**config.mk**
```make
export PLATFORM = sky130hd
export DESIGN_NAME = pec15_frame_generate_check_unit
export DESIGN_NICKNAME = d
export VERILOG_FILES = /design/src/hw/rtl/pec15_pkg.sv /design/src/hw/rtl/pec15_frame_generate_check_unit.sv
export SDC_FILE = /design/constraint.sdc
export NUM_CORES = 1
export LEC_CHECK = 0
export ABC_AREA = 0
export BUFFER_PORTS_ARGS = -buffer_cell sky130_fd_sc_hd__buf_2
export CAP_MARGIN = 20
export CORE_ASPECT_RATIO = 1.25
export CORE_UTILIZATION = 60
export DETAILED_ROUTE_END_ITERATION = 6
export GPL_TIMING_DRIVEN = 0
export PLACE_DENSITY = 0.81
export SLEW_MARGIN = 20
export SYNTH_ARGS = -nofsm -noshare
export SYNTH_HDL_FRONTEND = slang
export SYNTH_SLANG_ARGS = --single-unit
```
**constraint.sdc**
```tcl
create_clock -name clock -period 4.8 [get_ports clock]
set_clock_uncertainty 0.2 [all_clocks]
set_input_delay 0.96 -clock clock [delete_from_list [all_inputs] [get_ports clock]]
set_output_delay 0.96 -clock clock [all_outputs]
set_load 0.02 [all_outputs]
```
**src/hw/rtl/pec15_pkg.sv**
```systemverilog
`timescale 1ns / 1ps
`default_nettype none
// ----------------------------------------------------------------------------
// PEC-15 package
// Widths, reset constants and the byte-wise CRC-15 update for the PEC unit.
// ----------------------------------------------------------------------------
package pec15_pkg;

   localparam int CRC_W  = 15;
   localparam int BYTE_W = 8;
   localparam int PEC_W  = 16;

   localparam logic [CRC_W-1:0] CRC_POLY       = 15'h4599;
   localparam logic [CRC_W-1:0] SEED_RESET_VAL = 15'd16;

   // Segment operation, sampled on the first byte of a segment.
   localparam logic OP_GENERATE = 1'b0;
   localparam logic OP_CHECK    = 1'b1;

   typedef logic [CRC_W-1:0]  crc_type;
   typedef logic [BYTE_W-1:0] byte_type;

   // One byte is folded in at bit 7, followed by eight polynomial steps.
   function automatic crc_type crc_byte_update(input crc_type crc, input byte_type data);
      crc_type c;
      c = crc ^ {data, 7'd0};
      for (int k = 0; k < BYTE_W; k++) begin
         if (c[CRC_W-1]) begin
            c = {c[CRC_W-2:0], 1'b0} ^ CRC_POLY;
         end else begin
            c = {c[CRC_W-2:0], 1'b0};
         end
      end
      return c;
   endfunction

endpackage
`default_nettype wire

```
**src/hw/rtl/pec15_frame_generate_check_unit.sv**
```systemverilog
`timescale 1ns / 1ps
`default_nettype none
// ----------------------------------------------------------------------------
// PEC-15 frame generate / check unit
// Streams segment bytes, appends the PEC in generate mode and checks the
// trailing PEC in check mode.
// ----------------------------------------------------------------------------
// An input transfer passes the input register, then the result register,
// before its byte appears at the output.
// Throughput: one byte per cycle while rsp_ready allows; after the last byte
// of a generate-mode segment, input waits while both PEC bytes go out.
// Reset (synchronous): flushes both stages, empties the PEC queue, starts a
// new segment and loads the seed register with its reset value of 16.
module pec15_frame_generate_check_unit (
   input  wire                    clock,
   input  wire                    reset,
   input  wire                    req_valid,
   output logic                   req_ready,
   input  wire  [7:0]             req_data_byte,
   input  wire                    req_last_byte,
   input  wire                    req_operation,
   output logic                   rsp_valid,
   input  wire                    rsp_ready,
   output logic [7:0]             rsp_out_byte,
   output logic                   rsp_is_pec_byte,
   output logic                   rsp_out_last,
   output logic                   rsp_pec_fault,
   input  wire                    csr_we,
   input  wire  [14:0]            csr_wdata
);
   import pec15_pkg::*;

   // Configuration.
   crc_type  seed_ff;

   // Input stage.
   logic     in_valid_ff, in_valid_in;
   byte_type in_byte_ff;
   logic     in_last_ff;
   logic     in_op_ff;

   // Segment state.
   crc_type  crc_now_ff, crc_now_in;
   crc_type  crc_back_one_ff, crc_back_one_in;
   byte_type held_byte_ff;
   logic [1:0] bytes_seen_ff, bytes_seen_in;
   logic     mode_ff, mode_in;

   // PEC bytes still to be sent after a generate-mode segment.
   logic [1:0]       pend_cnt_ff, pend_cnt_in;
   logic [PEC_W-1:0] pend_pec_ff, pend_pec_in;

   // Result register.
   logic     rsp_valid_ff, rsp_valid_in;
   byte_type rsp_byte_ff, rsp_byte_in;
   logic     rsp_pec_ff, rsp_pec_in;
   logic     rsp_last_ff, rsp_last_in;
   logic     rsp_err_ff, rsp_err_in;

   logic     out_free;
   logic     in_move;
   logic     seg_start;
   logic     cur_mode;
   crc_type  crc_base;
   crc_type  crc_next;
   logic     mismatch;

   assign out_free  = !rsp_valid_ff || rsp_ready;
   assign in_move   = in_valid_ff && out_free && (pend_cnt_ff == 2'd0);
   assign req_ready = !in_valid_ff || in_move;

   assign seg_start = (bytes_seen_ff == 2'd0);
   assign cur_mode  = seg_start ? in_op_ff : mode_ff;
   assign crc_base  = seg_start ? seed_ff : crc_now_ff;
   assign crc_next  = crc_byte_update(crc_base, in_byte_ff);

   // The received PEC is the held byte and this one; it is compared with the
   // PEC over everything before those two bytes.
   assign mismatch = (bytes_seen_ff < 2'd2) ||
                     ({crc_back_one_ff, 1'b0} != {held_byte_ff, in_byte_ff});

   always_comb begin
      in_valid_in     = in_valid_ff;
      crc_now_in      = crc_now_ff;
      crc_back_one_in = crc_back_one_ff;
      bytes_seen_in   = bytes_seen_ff;
      mode_in         = mode_ff;
      pend_cnt_in     = pend_cnt_ff;
      pend_pec_in     = pend_pec_ff;
      rsp_valid_in    = rsp_valid_ff;
      rsp_byte_in     = rsp_byte_ff;
      rsp_pec_in      = rsp_pec_ff;
      rsp_last_in     = rsp_last_ff;
      rsp_err_in      = rsp_err_ff;

      if (req_valid && req_ready) begin
         in_valid_in = 1'b1;
      end else if (in_move) begin
         in_valid_in = 1'b0;
      end

      if (out_free) begin
         if (pend_cnt_ff != 2'd0) begin
            rsp_valid_in = 1'b1;
            rsp_byte_in  = pend_pec_ff[PEC_W-1 -: BYTE_W];
            rsp_pec_in   = 1'b1;
            rsp_last_in  = (pend_cnt_ff == 2'd1);
            rsp_err_in   = 1'b0;
            pend_pec_in  = {pend_pec_ff[BYTE_W-1:0], {BYTE_W{1'b0}}};
            pend_cnt_in  = pend_cnt_ff - 2'd1;
         end else if (in_move) begin
            rsp_valid_in = 1'b1;
            rsp_byte_in  = in_byte_ff;
            rsp_pec_in   = 1'b0;
            rsp_last_in  = in_last_ff && (cur_mode != OP_GENERATE);
            rsp_err_in   = in_last_ff && (cur_mode != OP_GENERATE) && mismatch;
         end else begin
            rsp_valid_in = 1'b0;
         end
      end

      if (in_move) begin
         mode_in         = cur_mode;
         crc_back_one_in = crc_base;
         crc_now_in      = crc_next;
         if (in_last_ff) begin
            bytes_seen_in = 2'd0;
            if (cur_mode == OP_GENERATE) begin
               pend_cnt_in = 2'd2;
               pend_pec_in = {crc_next, 1'b0};
            end
         end else if (bytes_seen_ff != 2'd3) begin
            bytes_seen_in = bytes_seen_ff + 2'd1;
         end
      end
   end

   always_ff @(posedge clock) begin
      if (reset) begin
         seed_ff       <= SEED_RESET_VAL;
         in_valid_ff   <= 1'b0;
         bytes_seen_ff <= 2'd0;
         mode_ff       <= 1'b0;
         pend_cnt_ff   <= 2'd0;
         rsp_valid_ff  <= 1'b0;
      end else begin
         if (csr_we) begin
            seed_ff <= csr_wdata;
         end
         in_valid_ff   <= in_valid_in;
         bytes_seen_ff <= bytes_seen_in;
         mode_ff       <= mode_in;
         pend_cnt_ff   <= pend_cnt_in;
         rsp_valid_ff  <= rsp_valid_in;
      end
   end

   always_ff @(posedge clock) begin
      if (req_valid && req_ready) begin
         in_byte_ff <= req_data_byte;
         in_last_ff <= req_last_byte;
         in_op_ff   <= req_operation;
      end
      if (in_move) begin
         held_byte_ff <= in_byte_ff;
      end
      crc_now_ff      <= crc_now_in;
      crc_back_one_ff <= crc_back_one_in;
      pend_pec_ff     <= pend_pec_in;
      rsp_byte_ff     <= rsp_byte_in;
      rsp_pec_ff      <= rsp_pec_in;
      rsp_last_ff     <= rsp_last_in;
      rsp_err_ff      <= rsp_err_in;
   end

   assign rsp_valid       = rsp_valid_ff;
   assign rsp_out_byte    = rsp_byte_ff;
   assign rsp_is_pec_byte = rsp_pec_ff;
   assign rsp_out_last    = rsp_last_ff;
   assign rsp_pec_fault   = rsp_err_ff;

   // The PEC queue never holds more than the two bytes of one segment.
   a_pend_bound: assert property (@(posedge clock) disable iff (reset)
      pend_cnt_ff != 2'd3)
      else $error("PEC queue count out of range");

   // No new byte reaches the result register while PEC bytes are queued.
   a_no_overtake: assert property (@(posedge clock) disable iff (reset)
      (pend_cnt_ff != 2'd0) |-> !in_move)
      else $error("byte overtook queued PEC bytes");

   // Closing a generate-mode segment queues both PEC bytes.
   a_gen_queue: assert property (@(posedge clock) disable iff (reset)
      (in_move && in_last_ff && (cur_mode == OP_GENERATE)) |=> (pend_cnt_ff == 2'd2))
      else $error("PEC bytes not queued at segment end");

   // An appended PEC byte never carries a check error.
   a_pec_no_err: assert property (@(posedge clock) disable iff (reset)
      (rsp_valid && rsp_is_pec_byte) |-> !rsp_pec_fault)
      else $error("error flag on generated PEC byte");

endmodule
`default_nettype wire
```
# After elaboration in Yosys (flattened, before gate mapping)

Index checks and enable logic that the tools add are counted.

Register bits: 97
Input bits: 30
Output and inout port bits: 13
Logic and storage cells: 81

$add $sub $neg: 2
Magnitude comparators: 1
Equality and inequality tests: 3
Muxes and demuxes: 31
Bitwise operators: 9
Reductions and logical operators: 18

Operator list:

| kind                | count |
|---|---|
| $mux 15             | 9 |
| $mux 16             | 5 |
| $not 7->7           | 8 |
| $mux 8              | 2 |
| $ne 16x16->1        | 1 |
| $xor 15x15->15      | 1 |
| $mux 2              | 7 |
| $mux 1              | 8 |
| $reduce_bool 2->1   | 4 |
| $logic_and 1x1->1   | 5 |
| $logic_not 2->1     | 2 |
| $reduce_and 2->1    | 2 |
| $logic_or 1x1->1    | 3 |
| $add 2x1->2 const B | 1 |
| $eq 2x1->1 const B  | 1 |
| $logic_not 1->1     | 2 |
| $lt 2x2->1 const B  | 1 |
| $ne 2x2->1 const B  | 1 |
| $sub 2x1->2 const B | 1 |

# Depth between registers and ports, before layout

Gate-level depths: netlist of the first run.

Word-level depth: 22
Mapped depth: 10
Mapped depth without buffers: 8

# Least setup slack after synthesis of the first run

No wires, ideal clock.

Path kind: in2reg
Start: input rsp_ready
End: register pend_pec_ff[12]
Data arrival time: 3.283 ns
Data required time: 4.485 ns
Slack: 1.203 ns
Cell stages on the path: 9
Path buffers: 2
Cell sequence: nor2b_1 -> clkbuf_1 -> nor2_1 -> nand3b_1 -> clkinv_1 -> nand3_1 -> clkbuf_1 -> nand2_1 -> o21a_1

RTL lines:

| item                            | line                                   | text |
|---|---|---|
| start, declared                 | pec15_frame_generate_check_unit.sv:23  | `input wire rsp_ready,` |
| $logic_or 1x1->1                | pec15_frame_generate_check_unit.sv:68  | `assign out_free = !rsp_valid_ff \|\| rsp_ready;` |
| $logic_and 1x1->1 (2 in series) | pec15_frame_generate_check_unit.sv:69  | `assign in_move = in_valid_ff && out_free && (pend_cnt_ff == 2'd0);` |
| net in_move                     | pec15_frame_generate_check_unit.sv:61  | `logic in_move;` |
| $mux 16                         | pec15_frame_generate_check_unit.sv:122 | `if (in_move) begin` |
| net pend_pec_in[12]             | pec15_frame_generate_check_unit.sv:51  | `logic [PEC_W-1:0] pend_pec_ff, pend_pec_in;` |
| end signal, assigned            | pec15_frame_generate_check_unit.sv:169 | `pend_pec_ff <= pend_pec_in;` |
| end, declared                   | pec15_frame_generate_check_unit.sv:51  |  |

The timed path passes the listed nets, and every way through them passes these cells.
A chain may end at the register's enable or synchronous reset.

# Final worst setup path of the first run

Start: input rsp_ready
End: register pend_pec_ff[7]

The elaborated chain is that of the path after synthesis.

==> flow_summary_export.csv, run 1 <==
group,metric,value,unit
outcome,status,"complete, no violations",
timing,setup_violations,0,
routing,drt_iter0_markers,209,
finish,nNetsFinal,400,
floorplan,fp-row-count,34,
cts,postCtsHoldBufs,0,
critical_path,start_kind,"input port",
logic_synthesis,syn-num-nets,348,
logic_synthesis,synth_edf_count,59,
finish,diodes,0,
logic_synthesis,yosysUniqueCellTypes,42,
cts,cts.sinks,97,
pwr,clkPwrFrac,23.5,%
finish,final_layout_size_suffix_gt1_share,24.9,%
logic_synthesis,synth-warning-count,0,
logic_synthesis,yosysTopAreaCell,"edfxtp_1",
critical_path,crit_type,"in -> reg",
placed_design,pre_cts_ws,1.00,ns
finish,fin_area,4840,sq um
pwr,combPwrFrac,26.6,%
routing,drtPass1Iterations,4,
finish,nFillCells,507,
global_route,groute.usage.overall,24.9,%
timing,max_freq,291,MHz
global_route,grt.overflow.total,0,
cts,post_cts_resized,0,
logic_synthesis,synth_most_common_cell,"edfxtp_1",
logic_synthesis,syn_avg_cell_area,13.7,sq um
floorplan,io_pins,43,
floorplan,fp.dieArea,7550,sq um
timing,slew_headroom,38.9,%
critical_path,cp.arrival,3.46,ns
logic_synthesis,syn_area,4320,sq um
placed_design,portBuffers,41,
flow_run,cap_viol_max_count,0,
routing,num_vias,2463,
timing,period_minus_slack,3.44,ns
global_route,grt_pass1_vias,2608,
cts,numCtsBuffers,9,
global_route,antenna_found_initial,0,
critical_path,path_max_fanout,45,
critical_path,ff2ff_setup_slack,1.69,ns
cts,root_buffer,"clkbuf_8",
global_route,grt_pass1_wl,13600,um
floorplan,die_h,96.9,um
logic_synthesis,synthTopCellsByCount,"edfxtp_1 (59), dfxtp_1 (38), nor2_1 (36), mux2i_1 (20), xor2_1 (20)",
logic_synthesis,dominantRegCellSynth,"edfxtp_1",
floorplan,die_x,77.9,um
timing,worst_pin_slew,0.914,ns
routing,finalWirelength,8540,um
logic_synthesis,synthCells,316,
min_path,hold_class,"reg -> reg",
placed_design,hpwl,6020,um
logic_synthesis,ys_seq_area_share,58.6,%
pwr,intPower,0.00160,W
floorplan,core_area,6980,sq um
cts,cts_buffer_depth,2,
cts,path_clk_slew,0.09,ns
placed_design,place_congestion,0.853,
timing,final_max_slew_viol_count,0,
floorplan,start_util,62.0,%
timing,setup_tns,0,ns
pwr,seq_power_share,49.9,%
finish,final_core_util,69.4,%
logic_synthesis,yosys_register_bits,97,
pwr,power.leakage,1.98,nW
pwr,swShare,30.2,%
timing,grt_setup_unrepaired,"no",
routing,drc_errors,0,
routing,viasPerCell,5.32,
routing,wl_per_cell,18.4,um
timing,finalCritPeriodShare,71.7,%
timing,finalWorstSetupSlack,1.36,ns
critical_path,cp.required,4.82,ns
global_route,grt_max_degree,46,
pwr,switching_power,0.000691,W
cts,cts_tree,"done",
timing,hold_violations,0,
pwr,pwr_density_cell,473,nW/um^2
cts,postCtsSetupBuffers,0,
logic_synthesis,async_flop_share,0,%
routing,drtAntennaViolNets,0,
logic_synthesis,synth_top_area_share,41.0,%
logic_synthesis,synthTopCellsByArea,"edfxtp_1 (41%), dfxtp_1 (18%), mux2i_1 (4.6%), mux2_2 (4.4%), xor2_1 (4.1%)",
pwr,ir_drop,0.275,mV
placed_design,placed_area,4640,sq um
cts,clock_latency,0.37,ns
critical_path,crit_path_end_kind,"flop",
cts,htree_levels,3,
finish,area_growth,12.0,%
==> cell families after synthesis <==
family,after synthesis,synth area share [%]
DFF,97,58.6
and+or+nand+nor,68,7.21
xor gates and xnor gates,53,16.3
muxes,42,11.0
AOI/OAI and AO/OA,29,3.85
buffers and inverters,25,2.52
adders and majority gates,2,0.579
==> registers in the layout, indices dropped and copies added, names as in the netlist <==
name / count
bytes_seen_ff: 2
crc_back_one_ff: 15
crc_now_ff: 15
held_byte_ff: 8
in_byte_ff: 8
in_last_ff: 1
in_op_ff: 1
in_valid_ff: 1
mode_ff: 1
pend_cnt_ff: 2
pend_pec_ff: 16
rsp_is_pec_byte: 1
rsp_out_byte: 8
rsp_out_last: 1
rsp_pec_fault: 1
rsp_valid: 1
seed_ff: 15
==> worst paths after layout <==
check,start,to,cells after the start
min reg2reg,pend_pec_ff[3]$_DFF_P_,pend_pec_ff[3]$_DFF_P_,2
max reg2reg,rsp_valid$_SDFFE_PP0N_,pend_pec_ff[7]$_DFF_P_,8
min,pend_pec_ff[3]$_DFF_P_,pend_pec_ff[3]$_DFF_P_,2
max,rsp_ready,pend_pec_ff[7]$_DFF_P_,9
==> layout by cell type, fill, tap and decap left out, drive strengths merged, types with 2 or more instances in the layout <==
cell and n:
mux2 21, inv 16, mux2i 21, clkbuf 18
o21ai 6, nand2 8, xor2 26, ha 2
nor4 4, nor2 36, edfxtp 59, clkinvlp 2
buf 44, nand2b 4, and3 2, o21a 2
xnor2 18, a21oi 16, nor2b 3, xnor3 8
nand3 5, dfxtp 38
==> per-layer routing <==
metal	vias to the layer above	GRT usage, %	wire (um)
li1	1203	-	-
met1	1200	31.3	3500
met2	49	42.2	4620
met3	11	4.62	291
met4	0	10.4	135
met5	-	0	0
==> final cells by class <==
type	count	area [sq um]	area share (%)
clock buffer	10	128	2.63
timing repair buffer	41	205	4.24
clock inverter	6	73.8	1.52
sequential	97	2530	52.3
inverter	14	53.8	1.11
tap	90	113	2.32
buffer	11	56.3	1.16
multi-input combinational	194	1680	34.7
==> critical path, cell delays in order <==
cell,delay [ns]
buf_2,0.09
nor2b_1,0.09
clkbuf_1,0.28
nor2_1,0.09
nand3b_1,0.16
clkinv_2,0.61
nand3_1,0.53
clkbuf_1,0.43
o21ai_0,0.20
==> metrics by stage <==
stage	instances	hold WS [ns]	total power, W
after floorplan	316	0.234	0.00159
after global placement	447	0.248	0.00174
after detailed placement	447	0.270	0.00177
after CTS	463	0.287	0.00230
after global routing	463	0.308	0.00239
final	463	0.288	0.00229
==> power groups by stage <==
| stage | Combinational (W) | Sequential [W] | Clock [W] |
|---|---|---|---|
| global route | 0.000654 | 0.00116 | 0.000581 |
| finish | 0.000610 | 0.00114 | 0.000538 |
| CTS | 0.000612 | 0.00114 | 0.000546 |
| detailed placement | 0.000604 | 0.00116 | 0 |
| global placement | 0.000584 | 0.00115 | 0 |
| floorplan | 0.000443 | 0.00115 | 0 |
Note: power is estimated with default switching activity, not from simulation.
==> run 2: changes to the inputs <==
--- a/config.mk
+++ b/config.mk
@@ -9,10 +9,10 @@
 export BUFFER_PORTS_ARGS = -buffer_cell sky130_fd_sc_hd__buf_2
 export CAP_MARGIN = 20
 export CORE_ASPECT_RATIO = 1.25
-export CORE_UTILIZATION = 60
+export CORE_UTILIZATION = 58
 export DETAILED_ROUTE_END_ITERATION = 6
 export GPL_TIMING_DRIVEN = 0
-export PLACE_DENSITY = 0.81
+export PLACE_DENSITY = 0.78
 export SLEW_MARGIN = 20
 export SYNTH_ARGS = -nofsm -noshare
 export SYNTH_HDL_FRONTEND = slang
==> constraint.sdc (replaced) <==
create_clock -name clock -period 3.59 [get_ports clock]
set_clock_uncertainty 0.2 [all_clocks]
set_input_delay 0.718 -clock clock [delete_from_list [all_inputs] [get_ports clock]]
set_output_delay 0.718 -clock clock [all_outputs]
set_load 0.02 [all_outputs]
==> flow_summary_export.csv, run 2 (same netlist as run 1, synthesis figures left out) <==
group,metric,value,unit
finish,nFillCells,502,
timing,max_freq,312,MHz
finish,largest_reg_flops,16,
critical_path,cp.required,3.66,ns
finish,layout_common_cells,"edfxtp_1 (59), buf_2 (41), dfxtp_1 (38)",
floorplan,fp.dieArea,7800,sq um
timing,period_minus_slack,3.21,ns
global_route,grt_pass1_wl,13400,um
critical_path,path_max_fanout,45,
critical_path,critPathMaxStageDelay,0.62,ns
critical_path,cp.arrival,3.28,ns
finish,nNetsFinal,400,
timing,finalCritPeriodShare,89.4,%
critical_path,crit_type,"in -> reg",
routing,drtPass1Iterations,5,
outcome,status,"complete, no violations",
critical_path,crit_top_cell,"clkbuf_1",
floorplan,die_x,79.2,um
routing,wl_per_cell,18.6,um
finish,diodes,0,
finish,area_growth,12.0,%
timing,setup_violations,0,
placed_design,pre_cts_ws,0.00945,ns
global_route,antenna_found_initial,0,
timing,slew_headroom,30.8,%
pwr,pwr_density_cell,629,nW/um^2
floorplan,start_util,60.8,%
floorplan,io_pins,43,
timing,worst_pin_slew,1.03,ns
critical_path,cp_num_buf_inv,4,
cts,cts_buffer_depth,2,
pwr,power.leakage,1.98,nW
critical_path,cpMaxStageDelayCell,"clkinv_2",
placed_design,portBuffers,41,
global_route,grt_pass1_vias,2555,
flow_run,cap_viol_max_count,0,
cts,htree_levels,3,
pwr,ir_drop,0.393,mV
routing,num_vias,2561,
routing,viasPerCell,5.53,
global_route,grt_max_degree,46,
cts,clock_latency,0.38,ns
pwr,p_total,0.00305,W
floorplan,fp-row-count,34,
critical_path,path_delay_family,"buffers and inverters",
min_path,hold_class,"reg -> reg",
routing,drc_errors,0,
critical_path,start_kind,"input port",
timing,hold_slack,0.276,ns
floorplan,die_h,98.5,um
global_route,grt.overflow.total,0,
critical_path,cp_cell_sequence,"buf_2 > nor2b_1 > clkbuf_1 > nor2_1 > nand3b_1 > clkinv_2 > nand3_1 > clkbuf_1 > nand2_1 > o21a_1",
finish,final_common_cell,"edfxtp_1",
cts,post_cts_resized,0,
timing,final_max_slew_viol_count,0,
cts,postCtsSetupBuffers,0,
global_route,groute.usage.overall,24.3,%
critical_path,crit_path_end_kind,"flop",
finish,final_layout_size_suffix_gt1_share,24.9,%
routing,drt_iter0_markers,168,
cts,path_clk_slew,0.09,ns
finish,regMostFlops,"pend_pec_ff",
timing,grt_setup_unrepaired,"no",
floorplan,core_area,7100,sq um
cts,postCtsHoldBufs,0,
cts,numCtsBuffers,9,
cts,cts.sinks,97,
routing,drtAntennaViolNets,0,
cts,root_buffer,"clkbuf_8",
placed_design,place_congestion,0.818,
timing,hold_violations,0,
placed_design,hpwl,6220,um
timing,finalWorstSetupSlack,0.381,ns
routing,finalWirelength,8620,um
cts,cts_tree,"done",
[run 2: changes by cell type in the layout (fill, tap and decap cells not counted)]
cell and change:
clkinv_1 +1, clkbuf_1 -1
[run 2: area by class of cell]
cell class              instances  area [sq um]  share of cell area (%)
plain buffers                  11          56.3                    1.16
clock buffers                   9           124                    2.56
clock inverters                 7          77.6                    1.60
inverters                      14          53.8                    1.11
multi-input cells             194          1680                    34.7
flip-flops and latches         97          2530                    52.3
well taps                      90           113                    2.32
repair buffers                 41           205                    4.24
[run 2: per-stage QoR]
stage	instance area, sq um	instances	utilization, %	setup TNS, ns
5_1_grt	4840	463	68.2	0
3_5_place_dp	4640	447	65.3	0
2_1_floorplan	4320	316	-	0
4_1_cts	4840	463	68.2	0
3_3_place_gp	4640	447	65.3	-9.71
6_report	4840	463	68.2	0
[run 2: layer usage]
metal | vias up | share of wire (%) | global-route usage [%]
li1 | 1212 | - | -
met1 | 1245 | 40 | 30.1
met2 | 84 | 51 | 39.9
met3 | 20 | 5.3 | 6.48
met4 | 0 | 2.9 | 10.5
met5 | - | 0 | 0
[run 2: path summary, 6_finish.rpt]
check,startpoint,endpoint,slack (ns),cells after the start
min reg2reg,pend_pec_ff[0]$_DFF_P_,pend_pec_ff[0]$_DFF_P_,0.28,1
min,pend_pec_ff[0]$_DFF_P_,pend_pec_ff[0]$_DFF_P_,0.28,1
max,rsp_ready,pend_pec_ff[12]$_DFF_P_,0.38,10
max reg2reg,rsp_valid$_SDFFE_PP0N_,pend_pec_ff[12]$_DFF_P_,0.47,9
[run 2: worst reg2reg max path, stage by stage, from the launching register on]
cell	delay (ns)
dfxtp_1	0.33
nor2b_1	0.12
clkbuf_1	0.26
nor2_1	0.10
nand3b_1	0.18
clkinv_2	0.62
nand3_1	0.56
clkbuf_1	0.42
nand2_1	0.11
o21a_1	0.12
[run 2: where the power goes]
group | internal, W | switching [W]
sequential | 0.00144 | 0.0000920
clock | 0.000329 | 0.000391
combinational | 0.000372 | 0.000427
total | 0.00214 | 0.000909
